File: config.mk
export PLATFORM = sky130hd
export DESIGN_NAME = graph_dfs_path_finder_unit
export DESIGN_NICKNAME = d
export VERILOG_FILES = /design/src/rtl/gdfs_pkg.sv /design/src/rtl/gdfs_ram.sv /design/src/rtl/gdfs_core.sv /design/src/rtl/graph_dfs_path_finder_unit.sv
export SDC_FILE = /design/constraint.sdc
export NUM_CORES = 2
export LEC_CHECK = 0
export BUFFER_PORTS_ARGS = -buffer_cell sky130_fd_sc_hd__buf_2
export CAP_MARGIN = 25
export CORE_AREA = 2 2 545 601
export CTS_CLUSTER_SIZE = 30
export DETAILED_ROUTE_END_ITERATION = 8
export DIE_AREA = 0 0 547 603
export GPL_TIMING_DRIVEN = 0
export HOLD_SLACK_MARGIN = 0.12
export MAX_ROUTING_LAYER = met4
export PLACE_DENSITY = 0.62
export SLEW_MARGIN = 5
export SYNTH_ARGS = -nofsm -noshare
export SYNTH_HDL_FRONTEND = slang
export SYNTH_SLANG_ARGS = --single-unit
File: constraint.sdc
create_clock -name clock -period 42.2 [get_ports clock]
set_clock_uncertainty 0.15 [all_clocks]
set_input_delay 0 -clock clock [delete_from_list [all_inputs] [get_ports clock]]
set_output_delay 0 -clock clock [all_outputs]
set_load 0.01 [all_outputs]
File: src/rtl/gdfs_pkg.sv
// Shared types, constants and codes for the depth-first path search block.
// No dependencies; gdfs_core and the top level refer to this package by scoped names.
`timescale 1ns / 1ps

package gdfs_pkg;

   localparam int MAX_VERTICES = 64;
   localparam int MAX_DEGREE   = 4;
   localparam int STACK_DEPTH  = 256;

   localparam int VTX_W  = 6;
   localparam int CNT_W  = 3;
   localparam int LEN_W  = 7;
   localparam int SA_W   = $clog2(STACK_DEPTH);
   localparam int SP_W   = $clog2(STACK_DEPTH + 1);
   localparam int VC_RESET = 64;
   localparam int ADDR_W = 3;

   localparam logic [ADDR_W-1:0] REG_VERTEX_COUNT = 3'd0;

   typedef enum logic {
      KIND_LOAD   = 1'b0,
      KIND_SEARCH = 1'b1
   } kind_type;

   typedef enum logic [1:0] {
      ST_PATH     = 2'd0,
      ST_NOPATH   = 2'd1,
      ST_BAD      = 2'd2,
      ST_OVERFLOW = 2'd3
   } status_type;

   typedef struct packed {
      logic             kind;
      logic [VTX_W-1:0] vertex_index;
      logic [CNT_W-1:0] neighbor_count;
      logic [VTX_W-1:0] neighbor_a;
      logic [VTX_W-1:0] neighbor_b;
      logic [VTX_W-1:0] neighbor_c;
      logic [VTX_W-1:0] neighbor_d;
      logic [VTX_W-1:0] start_vertex;
      logic [VTX_W-1:0] goal_vertex;
   } req_type;

   typedef struct packed {
      logic [1:0]       status;
      logic [VTX_W-1:0] path_vertex;
      logic [VTX_W-1:0] step_index;
      logic [LEN_W-1:0] path_length;
      logic             last;
   } rsp_type;

   typedef struct packed {
      logic [CNT_W-1:0]                 count;
      logic [MAX_DEGREE-1:0][VTX_W-1:0] nb;
   } adj_type;

   typedef struct packed {
      logic    valid;
      rsp_type data;
   } emit_type;

   typedef enum logic [3:0] {
      S_IDLE,
      S_POP,
      S_POPW,
      S_EXP,
      S_WALK,
      S_WALKW,
      S_OUT,
      S_OUTW
   } state_type;

endpackage

File: src/rtl/gdfs_ram.sv
// Generic single-write, single-read RAM with registered read data.
// No dependencies.
`timescale 1ns / 1ps

module gdfs_ram #(
   parameter int WIDTH = 8,
   parameter int DEPTH = 64
) (
   input  logic                     clock,
   input  logic                     wr_en,
   input  logic [$clog2(DEPTH)-1:0] wr_addr,
   input  logic [WIDTH-1:0]         wr_data,
   input  logic                     rd_en,
   input  logic [$clog2(DEPTH)-1:0] rd_addr,
   output logic [WIDTH-1:0]         rd_data
);

   logic [WIDTH-1:0] mem_ff [DEPTH];
   logic [WIDTH-1:0] rd_data_ff;

   always_ff @(posedge clock) begin
      if (wr_en) begin
         mem_ff[wr_addr] <= wr_data;
      end
      if (rd_en) begin
         rd_data_ff <= mem_ff[rd_addr];
      end
   end

   assign rd_data = rd_data_ff;

endmodule

File: src/rtl/gdfs_core.sv
// Search sequencer and datapath: adjacency, parent, stack and path memories.
// Depends on gdfs_pkg and gdfs_ram.
`timescale 1ns / 1ps

module gdfs_core (
   input  logic                      clock,
   input  logic                      reset,
   input  logic                      req_valid,
   input  gdfs_pkg::req_type         req_data,
   output logic                      req_stall,
   input  logic [gdfs_pkg::LEN_W-1:0] vcount,
   input  logic                      rsp_free,
   output gdfs_pkg::emit_type        emit
);

   localparam int VW = gdfs_pkg::VTX_W;
   localparam int LW = gdfs_pkg::LEN_W;
   localparam int SW = gdfs_pkg::SP_W;
   localparam int AW = gdfs_pkg::SA_W;

   gdfs_pkg::state_type state_ff, state_in;
   logic [SW-1:0]  sp_ff, sp_in;
   logic [VW-1:0]  cur_ff, cur_in;
   logic [VW-1:0]  start_ff, start_in;
   logic [VW-1:0]  goal_ff, goal_in;
   logic [2:0]     k_ff, k_in;
   logic [LW-1:0]  len_ff, len_in;
   logic [LW-1:0]  oi_ff, oi_in;
   logic [LW-1:0]  n_ff, n_in;
   logic [gdfs_pkg::MAX_VERTICES-1:0] visited_ff, visited_in;

   // Memory ports.
   logic              adj_we, adj_re;
   logic [VW-1:0]     adj_wa, adj_ra;
   gdfs_pkg::adj_type adj_wd, adj_rd;
   logic              par_we, par_re;
   logic [VW-1:0]     par_wa, par_ra, par_wd, par_rd;
   logic              stk_we, stk_re;
   logic [AW-1:0]     stk_wa, stk_ra;
   logic [VW-1:0]     stk_wd, stk_rd;
   logic              pb_we, pb_re;
   logic [VW-1:0]     pb_wa, pb_ra, pb_wd, pb_rd;

   logic              accept;
   logic [LW-1:0]     n_now;
   logic [2:0]        cnt_eff;
   logic [VW-1:0]     nb_sel;
   logic              out_last;

   gdfs_ram #(.WIDTH($bits(gdfs_pkg::adj_type)), .DEPTH(gdfs_pkg::MAX_VERTICES)) u_adj (
      .clock(clock), .wr_en(adj_we), .wr_addr(adj_wa), .wr_data(adj_wd),
      .rd_en(adj_re), .rd_addr(adj_ra), .rd_data(adj_rd));
   gdfs_ram #(.WIDTH(VW), .DEPTH(gdfs_pkg::MAX_VERTICES)) u_par (
      .clock(clock), .wr_en(par_we), .wr_addr(par_wa), .wr_data(par_wd),
      .rd_en(par_re), .rd_addr(par_ra), .rd_data(par_rd));
   gdfs_ram #(.WIDTH(VW), .DEPTH(gdfs_pkg::STACK_DEPTH)) u_stk (
      .clock(clock), .wr_en(stk_we), .wr_addr(stk_wa), .wr_data(stk_wd),
      .rd_en(stk_re), .rd_addr(stk_ra), .rd_data(stk_rd));
   gdfs_ram #(.WIDTH(VW), .DEPTH(gdfs_pkg::MAX_VERTICES)) u_pb (
      .clock(clock), .wr_en(pb_we), .wr_addr(pb_wa), .wr_data(pb_wd),
      .rd_en(pb_re), .rd_addr(pb_ra), .rd_data(pb_rd));

   assign accept    = (state_ff == gdfs_pkg::S_IDLE) && rsp_free && req_valid;
   assign req_stall = !((state_ff == gdfs_pkg::S_IDLE) && rsp_free);
   assign n_now     = (vcount < LW'(gdfs_pkg::MAX_VERTICES)) ? vcount
                                                             : LW'(gdfs_pkg::MAX_VERTICES);
   assign cnt_eff   = (adj_rd.count > 3'(gdfs_pkg::MAX_DEGREE)) ? 3'(gdfs_pkg::MAX_DEGREE)
                                                                 : adj_rd.count;
   assign nb_sel    = adj_rd.nb[k_ff[1:0]];
   assign out_last  = (oi_ff + LW'(1)) == len_ff;

   // Next state.
   always_comb begin
      state_in = state_ff;
      unique case (state_ff)
         gdfs_pkg::S_IDLE: begin
            if (accept && req_data.kind == gdfs_pkg::KIND_SEARCH) begin
               if (!({1'b0, req_data.start_vertex} >= n_now ||
                     {1'b0, req_data.goal_vertex} >= n_now ||
                     req_data.start_vertex == req_data.goal_vertex)) begin
                  state_in = gdfs_pkg::S_POP;
               end
            end
         end
         gdfs_pkg::S_POP: begin
            state_in = (sp_ff == '0) ? gdfs_pkg::S_IDLE : gdfs_pkg::S_POPW;
         end
         gdfs_pkg::S_POPW: begin
            state_in = (stk_rd == goal_ff) ? gdfs_pkg::S_WALK : gdfs_pkg::S_EXP;
         end
         gdfs_pkg::S_EXP: begin
            if (k_ff >= cnt_eff) begin
               state_in = gdfs_pkg::S_POP;
            end else if ({1'b0, nb_sel} >= n_ff) begin
               state_in = gdfs_pkg::S_IDLE;
            end else if (!visited_ff[nb_sel] && sp_ff >= SW'(gdfs_pkg::STACK_DEPTH)) begin
               state_in = gdfs_pkg::S_IDLE;
            end
         end
         gdfs_pkg::S_WALK: begin
            state_in = (cur_ff == start_ff) ? gdfs_pkg::S_OUT : gdfs_pkg::S_WALKW;
         end
         gdfs_pkg::S_WALKW: state_in = gdfs_pkg::S_WALK;
         gdfs_pkg::S_OUT: begin
            if (rsp_free) begin
               state_in = gdfs_pkg::S_OUTW;
            end
         end
         gdfs_pkg::S_OUTW: begin
            state_in = out_last ? gdfs_pkg::S_IDLE : gdfs_pkg::S_OUT;
         end
         default: state_in = gdfs_pkg::S_IDLE;
      endcase
   end

   // Datapath controls and register updates.
   always_comb begin
      sp_in      = sp_ff;
      cur_in     = cur_ff;
      start_in   = start_ff;
      goal_in    = goal_ff;
      k_in       = k_ff;
      len_in     = len_ff;
      oi_in      = oi_ff;
      n_in       = n_ff;
      visited_in = visited_ff;
      adj_we = 1'b0; adj_wa = req_data.vertex_index; adj_re = 1'b0; adj_ra = stk_rd;
      adj_wd.count = req_data.neighbor_count;
      adj_wd.nb    = {req_data.neighbor_d, req_data.neighbor_c,
                      req_data.neighbor_b, req_data.neighbor_a};
      par_we = 1'b0; par_wa = nb_sel; par_wd = cur_ff; par_re = 1'b0; par_ra = cur_ff;
      stk_we = 1'b0; stk_wa = sp_ff[AW-1:0]; stk_wd = nb_sel;
      stk_re = 1'b0; stk_ra = AW'(sp_ff - SW'(1));
      pb_we = 1'b0; pb_wa = len_ff[VW-1:0]; pb_wd = cur_ff;
      pb_re = 1'b0; pb_ra = VW'(len_ff - LW'(1) - oi_ff);
      emit = '0;
      emit.data.last = 1'b1;

      unique case (state_ff)
         gdfs_pkg::S_IDLE: begin
            if (accept) begin
               if (req_data.kind == gdfs_pkg::KIND_LOAD) begin
                  if (req_data.neighbor_count > 3'(gdfs_pkg::MAX_DEGREE)) begin
                     emit.valid = 1'b1;
                     emit.data.status = gdfs_pkg::ST_BAD;
                  end else begin
                     adj_we = 1'b1;
                  end
               end else if ({1'b0, req_data.start_vertex} >= n_now ||
                            {1'b0, req_data.goal_vertex} >= n_now ||
                            req_data.start_vertex == req_data.goal_vertex) begin
                  emit.valid = 1'b1;
                  emit.data.status = gdfs_pkg::ST_BAD;
               end else begin
                  visited_in = '0;
                  start_in   = req_data.start_vertex;
                  goal_in    = req_data.goal_vertex;
                  n_in       = n_now;
                  stk_we     = 1'b1;
                  stk_wa     = '0;
                  stk_wd     = req_data.start_vertex;
                  sp_in      = SW'(1);
               end
            end
         end
         gdfs_pkg::S_POP: begin
            if (sp_ff == '0) begin
               emit.valid = 1'b1;
               emit.data.status = gdfs_pkg::ST_NOPATH;
            end else begin
               stk_re = 1'b1;
               sp_in  = sp_ff - SW'(1);
            end
         end
         gdfs_pkg::S_POPW: begin
            cur_in = stk_rd;
            k_in   = '0;
            len_in = '0;
            if (stk_rd != goal_ff) begin
               visited_in[stk_rd] = 1'b1;
               adj_re = 1'b1;
            end
         end
         gdfs_pkg::S_EXP: begin
            if (k_ff < cnt_eff) begin
               k_in = k_ff + 3'd1;
               if ({1'b0, nb_sel} >= n_ff) begin
                  emit.valid = 1'b1;
                  emit.data.status = gdfs_pkg::ST_BAD;
               end else if (!visited_ff[nb_sel]) begin
                  if (sp_ff >= SW'(gdfs_pkg::STACK_DEPTH)) begin
                     emit.valid = 1'b1;
                     emit.data.status = gdfs_pkg::ST_OVERFLOW;
                  end else begin
                     par_we = 1'b1;
                     stk_we = 1'b1;
                     sp_in  = sp_ff + SW'(1);
                  end
               end
            end
         end
         gdfs_pkg::S_WALK: begin
            pb_we  = 1'b1;
            len_in = len_ff + LW'(1);
            oi_in  = '0;
            par_re = (cur_ff != start_ff);
         end
         gdfs_pkg::S_WALKW: cur_in = par_rd;
         gdfs_pkg::S_OUT: pb_re = rsp_free;
         gdfs_pkg::S_OUTW: begin
            emit.valid            = 1'b1;
            emit.data.status      = gdfs_pkg::ST_PATH;
            emit.data.path_vertex = pb_rd;
            emit.data.step_index  = oi_ff[VW-1:0];
            emit.data.path_length = len_ff;
            emit.data.last        = out_last;
            oi_in                 = oi_ff + LW'(1);
         end
         default: ;
      endcase
   end

   always_ff @(posedge clock) begin
      if (reset) begin
         state_ff   <= gdfs_pkg::S_IDLE;
         sp_ff      <= '0;
         visited_ff <= '0;
      end else begin
         state_ff   <= state_in;
         sp_ff      <= sp_in;
         visited_ff <= visited_in;
      end
      cur_ff   <= cur_in;
      start_ff <= start_in;
      goal_ff  <= goal_in;
      k_ff     <= k_in;
      len_ff   <= len_in;
      oi_ff    <= oi_in;
      n_ff     <= n_in;
   end

endmodule

File: src/rtl/graph_dfs_path_finder_unit.sv
// Top level of the depth-first path search block: register port and result register.
// Depends on gdfs_pkg and gdfs_core (which instantiates gdfs_ram).
`timescale 1ns / 1ps

// Channel   | Direction | Handshake          | Payload
// req_      | in        | req_valid/req_stall | gdfs_pkg::req_type
// rsp_      | out       | rsp_valid/rsp_stall | gdfs_pkg::rsp_type
// csr_      | in/out    | APB psel/penable    | vertex_count at byte address 0
//
// A load request completes when it is accepted. A search pops vertices from the stack,
// expands each popped vertex other than the goal by examining its listed neighbors
// one at a time, and ends with no path when it finds the stack empty; when the goal
// is popped it walks the parent links from the goal back to the start vertex and
// then emits the path vertices one at a time, start vertex first.
// Reset is synchronous and clears the sequencer, stack pointer, visited marks,
// result valid and sets vertex_count to 64; the memories are not cleared.
// A new request is taken only when the sequencer is idle and the result register
// is empty or being emptied; a stalled result holds the sequencer in place.

module graph_dfs_path_finder_unit (
   input  logic                          clock,
   input  logic                          reset,
   input  logic                          req_valid,
   input  gdfs_pkg::req_type             req_data,
   output logic                          req_stall,
   output logic                          rsp_valid,
   output gdfs_pkg::rsp_type             rsp_data,
   input  logic                          rsp_stall,
   input  logic                          csr_psel,
   input  logic                          csr_penable,
   input  logic                          csr_pwrite,
   input  logic [gdfs_pkg::ADDR_W-1:0]   csr_paddr,
   input  logic [31:0]                   csr_pwdata,
   output logic [31:0]                   csr_prdata,
   output logic                          csr_pready
);

   logic [gdfs_pkg::LEN_W-1:0] vcount_ff, vcount_in;
   logic                       rsp_valid_ff, rsp_valid_in;
   gdfs_pkg::rsp_type          rsp_data_ff, rsp_data_in;
   gdfs_pkg::emit_type         emit;
   logic                       rsp_free;

   // The result register is free when empty or when its result leaves this cycle.
   assign rsp_free = !rsp_valid_ff || !rsp_stall;

   gdfs_core u_core (
      .clock(clock), .reset(reset),
      .req_valid(req_valid), .req_data(req_data), .req_stall(req_stall),
      .vcount(vcount_ff), .rsp_free(rsp_free), .emit(emit));

   // Register write decode; only vertex_count exists.
   always_comb begin
      vcount_in = vcount_ff;
      if (csr_psel && csr_penable && csr_pwrite && csr_paddr == gdfs_pkg::REG_VERTEX_COUNT) begin
         vcount_in = csr_pwdata[gdfs_pkg::LEN_W-1:0];
      end
   end

   assign csr_pready = 1'b1;
   assign csr_prdata = (csr_paddr == gdfs_pkg::REG_VERTEX_COUNT)
                       ? {{(32 - gdfs_pkg::LEN_W){1'b0}}, vcount_ff} : 32'd0;

   // The core only emits when the register is free, so a load never overwrites.
   always_comb begin
      rsp_valid_in = rsp_valid_ff && rsp_stall;
      rsp_data_in  = rsp_data_ff;
      if (emit.valid) begin
         rsp_valid_in = 1'b1;
         rsp_data_in  = emit.data;
      end
   end

   always_ff @(posedge clock) begin
      if (reset) begin
         vcount_ff    <= gdfs_pkg::LEN_W'(gdfs_pkg::VC_RESET);
         rsp_valid_ff <= 1'b0;
      end else begin
         vcount_ff    <= vcount_in;
         rsp_valid_ff <= rsp_valid_in;
      end
      rsp_data_ff <= rsp_data_in;
   end

   assign rsp_valid = rsp_valid_ff;
   assign rsp_data  = rsp_data_ff;

endmodule
==> summary.txt <==
Fin Setup TNS = 0 ns
Max Cap Viol = 0
Hold wc startpoint = req_data[42]
Clk buf depth = 4
Worst Path Required = 42.68 ns
End of the worst hold path = u_core.u_adj.mem_ff[24][23]
Tmin final = 7.98 ns
Final number of max-transition violations = 0
Measured slew at the worst slew-check pin = 1.37 ns
Commonest cells post-synth = 4141 x edfxtp_1, 741 x mux4_2, 591 x nor2_1
HP Class = input port to flip-flop
Largest net degree at the start of global routing = 144
DRC = 0
DRC violation total after the first TritonRoute iteration = 15000
Avg WL per Cell = 38.2 microns
Initial antenna violation count = 39
First-pass DRT Iterations = 7
CP dominant cell by count = clkbuf_1
Most common cell in the netlist = edfxtp_1
Ys async rst share = 0
Post-synthesis cell count = 8063
Reg2reg setup slack = 34.22 ns
CP max FO = 10
Crit end category = flip-flop
Synthesis-to-finish area growth = 17.2%
Reg clk slew, reported paths = 0.07 ns
Post-synth top area share = 0.772
Number of port buffers = 90
Setup bufs post-CTS = 0
Unrepaired setup endpoints after global routing = false
Layout cells sized above 1 = 0.212
Core Footprint = 323000 sq um
Vias in the first global route = 88600
FF-to-FF End = u_core.u_stk.rd_data[2]
Ys Warns = 0
Fin area = 189000 sq um
Clk sinks = 4225
Via density = 6.66
Initial core utilization = 0.499
CP Class = flip-flop to flip-flop
Peak supply drop = 0.0445 mV
Status = finished, final reports clean
Fin. Hold Viols = 0
Synth cell types = 70
Worst hold slack = 0.187 ns
Drt total wl = 526000 microns
Hpwl dp = 356000 microns
Final period util = 0.189
Worst-case reg-to-reg path depth = 19
Worst EP arrival = 8.46 ns
Hold_buf cts = 136
NumNets Final = 9183
CP Buf/Inv Count = 13
Post-layout util = 0.584
CP top delay family = buffers and inverters
LEAKAGE = 58.0 nW
Reg-to-Reg Start = u_core.sp_ff[0]
Total GRT Usage = 0.324
Cell Chain, Critical Path = clkbuf_1 > buf_1 > buf_16 > buf_1 > buf_8 > clkbuf_1 > buf_8 > inv_1 > ha_1 > clkbuf_1 > clkbuf_1 > buf_6 > clkbuf_1 > clkbuf_1 > mux4_2 > mux4_2 > nand2_1 > a31oi_1 > mux4_2
Num ports = 145
Max-slew headroom = 0.0888
Crit path largest cell delay = 0.92 ns
Cts repair resizes = 0
Ranking of synthesized cells by area = edfxtp_1 77%, mux4_2 10%, a22oi_1 2.7%, nor2_1 1.4%, dfxtp_1 1.0%
Remaining global-route overflow = 0
FF/Latch Area = 126000 sq um
Placer Congestion = 0.989
Die Y = 603 microns
Post-synth EDFFs = 4141
CTS tree = yes
Area leader, netlist = edfxtp_1
#FFs+latches synth = 4225
First-pass GRT wire length = 715000 microns
Seq/Total Area, Yosys = 0.782
Syn Area/Cell = 20.0 sq um
Die ar. = 330000 sq um
Final setup viols = 0
TritonCTS Buffers = 415
Multi-input gate area = 33600 sq um
Synthesized cell area = 161000 sq um
Hold Path Stages = 3
Filler Cell Count = 23300
Vias = 91700
Die Wd = 547 microns
Pwr/cell area = 54.1 nW/um^2
Placed Area = 173000 sq um
Num rows = 219
Slowest cell on the critical path = clkbuf_1
CP startpoint kind = flip-flop
Routed Antenna Nets = 0
H-tree Lvls = 5
Post-synth top flop = edfxtp_1
Clock latency on the worst-skew pair = 1.01 ns
FMAX = 125 MHz
Root buffer cell = clkbuf_16
stage by stage:
step | worst slack [ns] | total power [mW] | cells
2_1_floorplan | 27.51 | 5.68 | 8087
3_3_place_gp | 14.11 | 6.49 | 12500
3_5_place_dp | 34.30 | 6.53 | 12800
5_1_grt | 34.01 | 10.4 | 13700
4_1_cts | 34.21 | 10.2 | 13700
6_report | 34.22 | 10.2 | 13800
routing by layer:
metal | track usage | up-vias | wire length [microns]
li1 | - | 35800 | -
met1 | 0.402 | 47400 | 183000
met2 | 0.486 | 6722 | 242000
met3 | 0.0793 | 1698 | 60900
met4 | 0.193 | 0 | 39300
met5 | - | - | 0
how the worst max path moves through the flow:
stage | from | end | slack, ns | cells after the start
floorplan | vcount_ff[6] | u_core.u_stk.mem_ff[0][0] | 27.51 | 11
global placement | vcount_ff[6] | u_core.u_stk.mem_ff[152][2] | 14.11 | 11
detailed placement | u_core.sp_ff[0] | u_core.u_stk.rd_data[2] | 34.30 | 19
CTS | u_core.sp_ff[0] | u_core.u_stk.rd_data[2] | 34.21 | 19
global route | u_core.sp_ff[0] | u_core.u_stk.rd_data[4] | 34.01 | 17
finish | u_core.sp_ff[0] | u_core.u_stk.rd_data[2] | 34.22 | 19
cells by family (layout without fill, tap and decap cells):
kind of cell | Yosys count | after routing | synth area share
adders and majority gates | 33 | 33 | 0.00261
other | 2 | 62 | 0.0000466
DFF | 4225 | 4225 | 0.782
AOI/OAI and AO/OA | 1339 | 1339 | 0.0616
and+or+nand+nor | 1080 | 1080 | 0.0312
buffers and inverters | 561 | 1891 | 0.0138
xor gates and xnor gates | 48 | 48 | 0.00261
muxes | 775 | 775 | 0.106
final cells by class:
class,instances,area share
sequential,4225,0.668
buffer,524,0.0114
timing repair buffer,558,0.0425
tap,4309,0.0286
multi-input combinational,3301,0.178
antenna,36,0.000477
clock inverter,286,0.0139
clock buffer,486,0.0569
inverter,37,0.000736
placed cells by master, fill, tap and decap left out, types with 34 or more instances in the layout:
master / instances
buf_16: 88
inv_1: 34
clkbuf_2: 44
a22o_1: 149
buf_2: 108
a31oi_1: 174
bufinv_16: 41
nor2_4: 65
buf_4: 47
buf_6: 37
buf_8: 110
diode_2: 36
edfxtp_1: 4141
buf_1: 80
clkbuf_1: 424
nand3_1: 53
clkinv_2: 99
buf_12: 80
dlygate4sd3_1: 130
a22oi_1: 569
nand2_1: 137
o21a_1: 67
clkbuf_16: 420
a221oi_1: 159
a21oi_1: 111
nand4_1: 81
and2_1: 49
mux4_2: 741
nor2_1: 526
clkinv_1: 105
dfxtp_1: 84
worst reg2reg max path: stages, from the launching register on:
cell and delay (ns):
dfxtp_1 0.35, clkbuf_1 0.31, buf_1 0.34, buf_16 0.21, buf_1 0.46, buf_8 0.23
clkbuf_1 0.49, buf_8 0.23, inv_1 0.11, ha_1 0.36, clkbuf_1 0.35, clkbuf_1 0.39
buf_6 0.26, clkbuf_1 0.63, clkbuf_1 0.92, mux4_2 0.43, mux4_2 0.49, nand2_1 0.08
a31oi_1 0.21, mux4_2 0.65
flip-flops by register name, summed over array words and instances, names as in the netlist, 3 cells and up:
name                  flops
rsp_data                 22
u_core.cur_ff             6
u_core.goal_ff            6
u_core.k_ff               3
u_core.len_ff             7
u_core.n_ff               7
u_core.oi_ff              7
u_core.sp_ff              9
u_core.start_ff           6
u_core.state_ff           3
u_core.u_adj.mem_ff    1728
u_core.u_adj.rd_data     27
u_core.u_par.mem_ff     384
u_core.u_par.rd_data      6
u_core.u_pb.mem_ff      384
u_core.u_pb.rd_data       6
u_core.u_stk.mem_ff    1536
u_core.u_stk.rd_data      6
u_core.visited_ff        64
vcount_ff                 7
power by group:
| part | switching [mW] | internal (mW) |
|---|---|---|
| clock | 1.61 | 2.07 |
| sequential | 0.0102 | 4.70 |
| combinational | 1.21 | 0.611 |
| total | 2.83 | 7.39 |
Power figures use the tool's default switching activity.
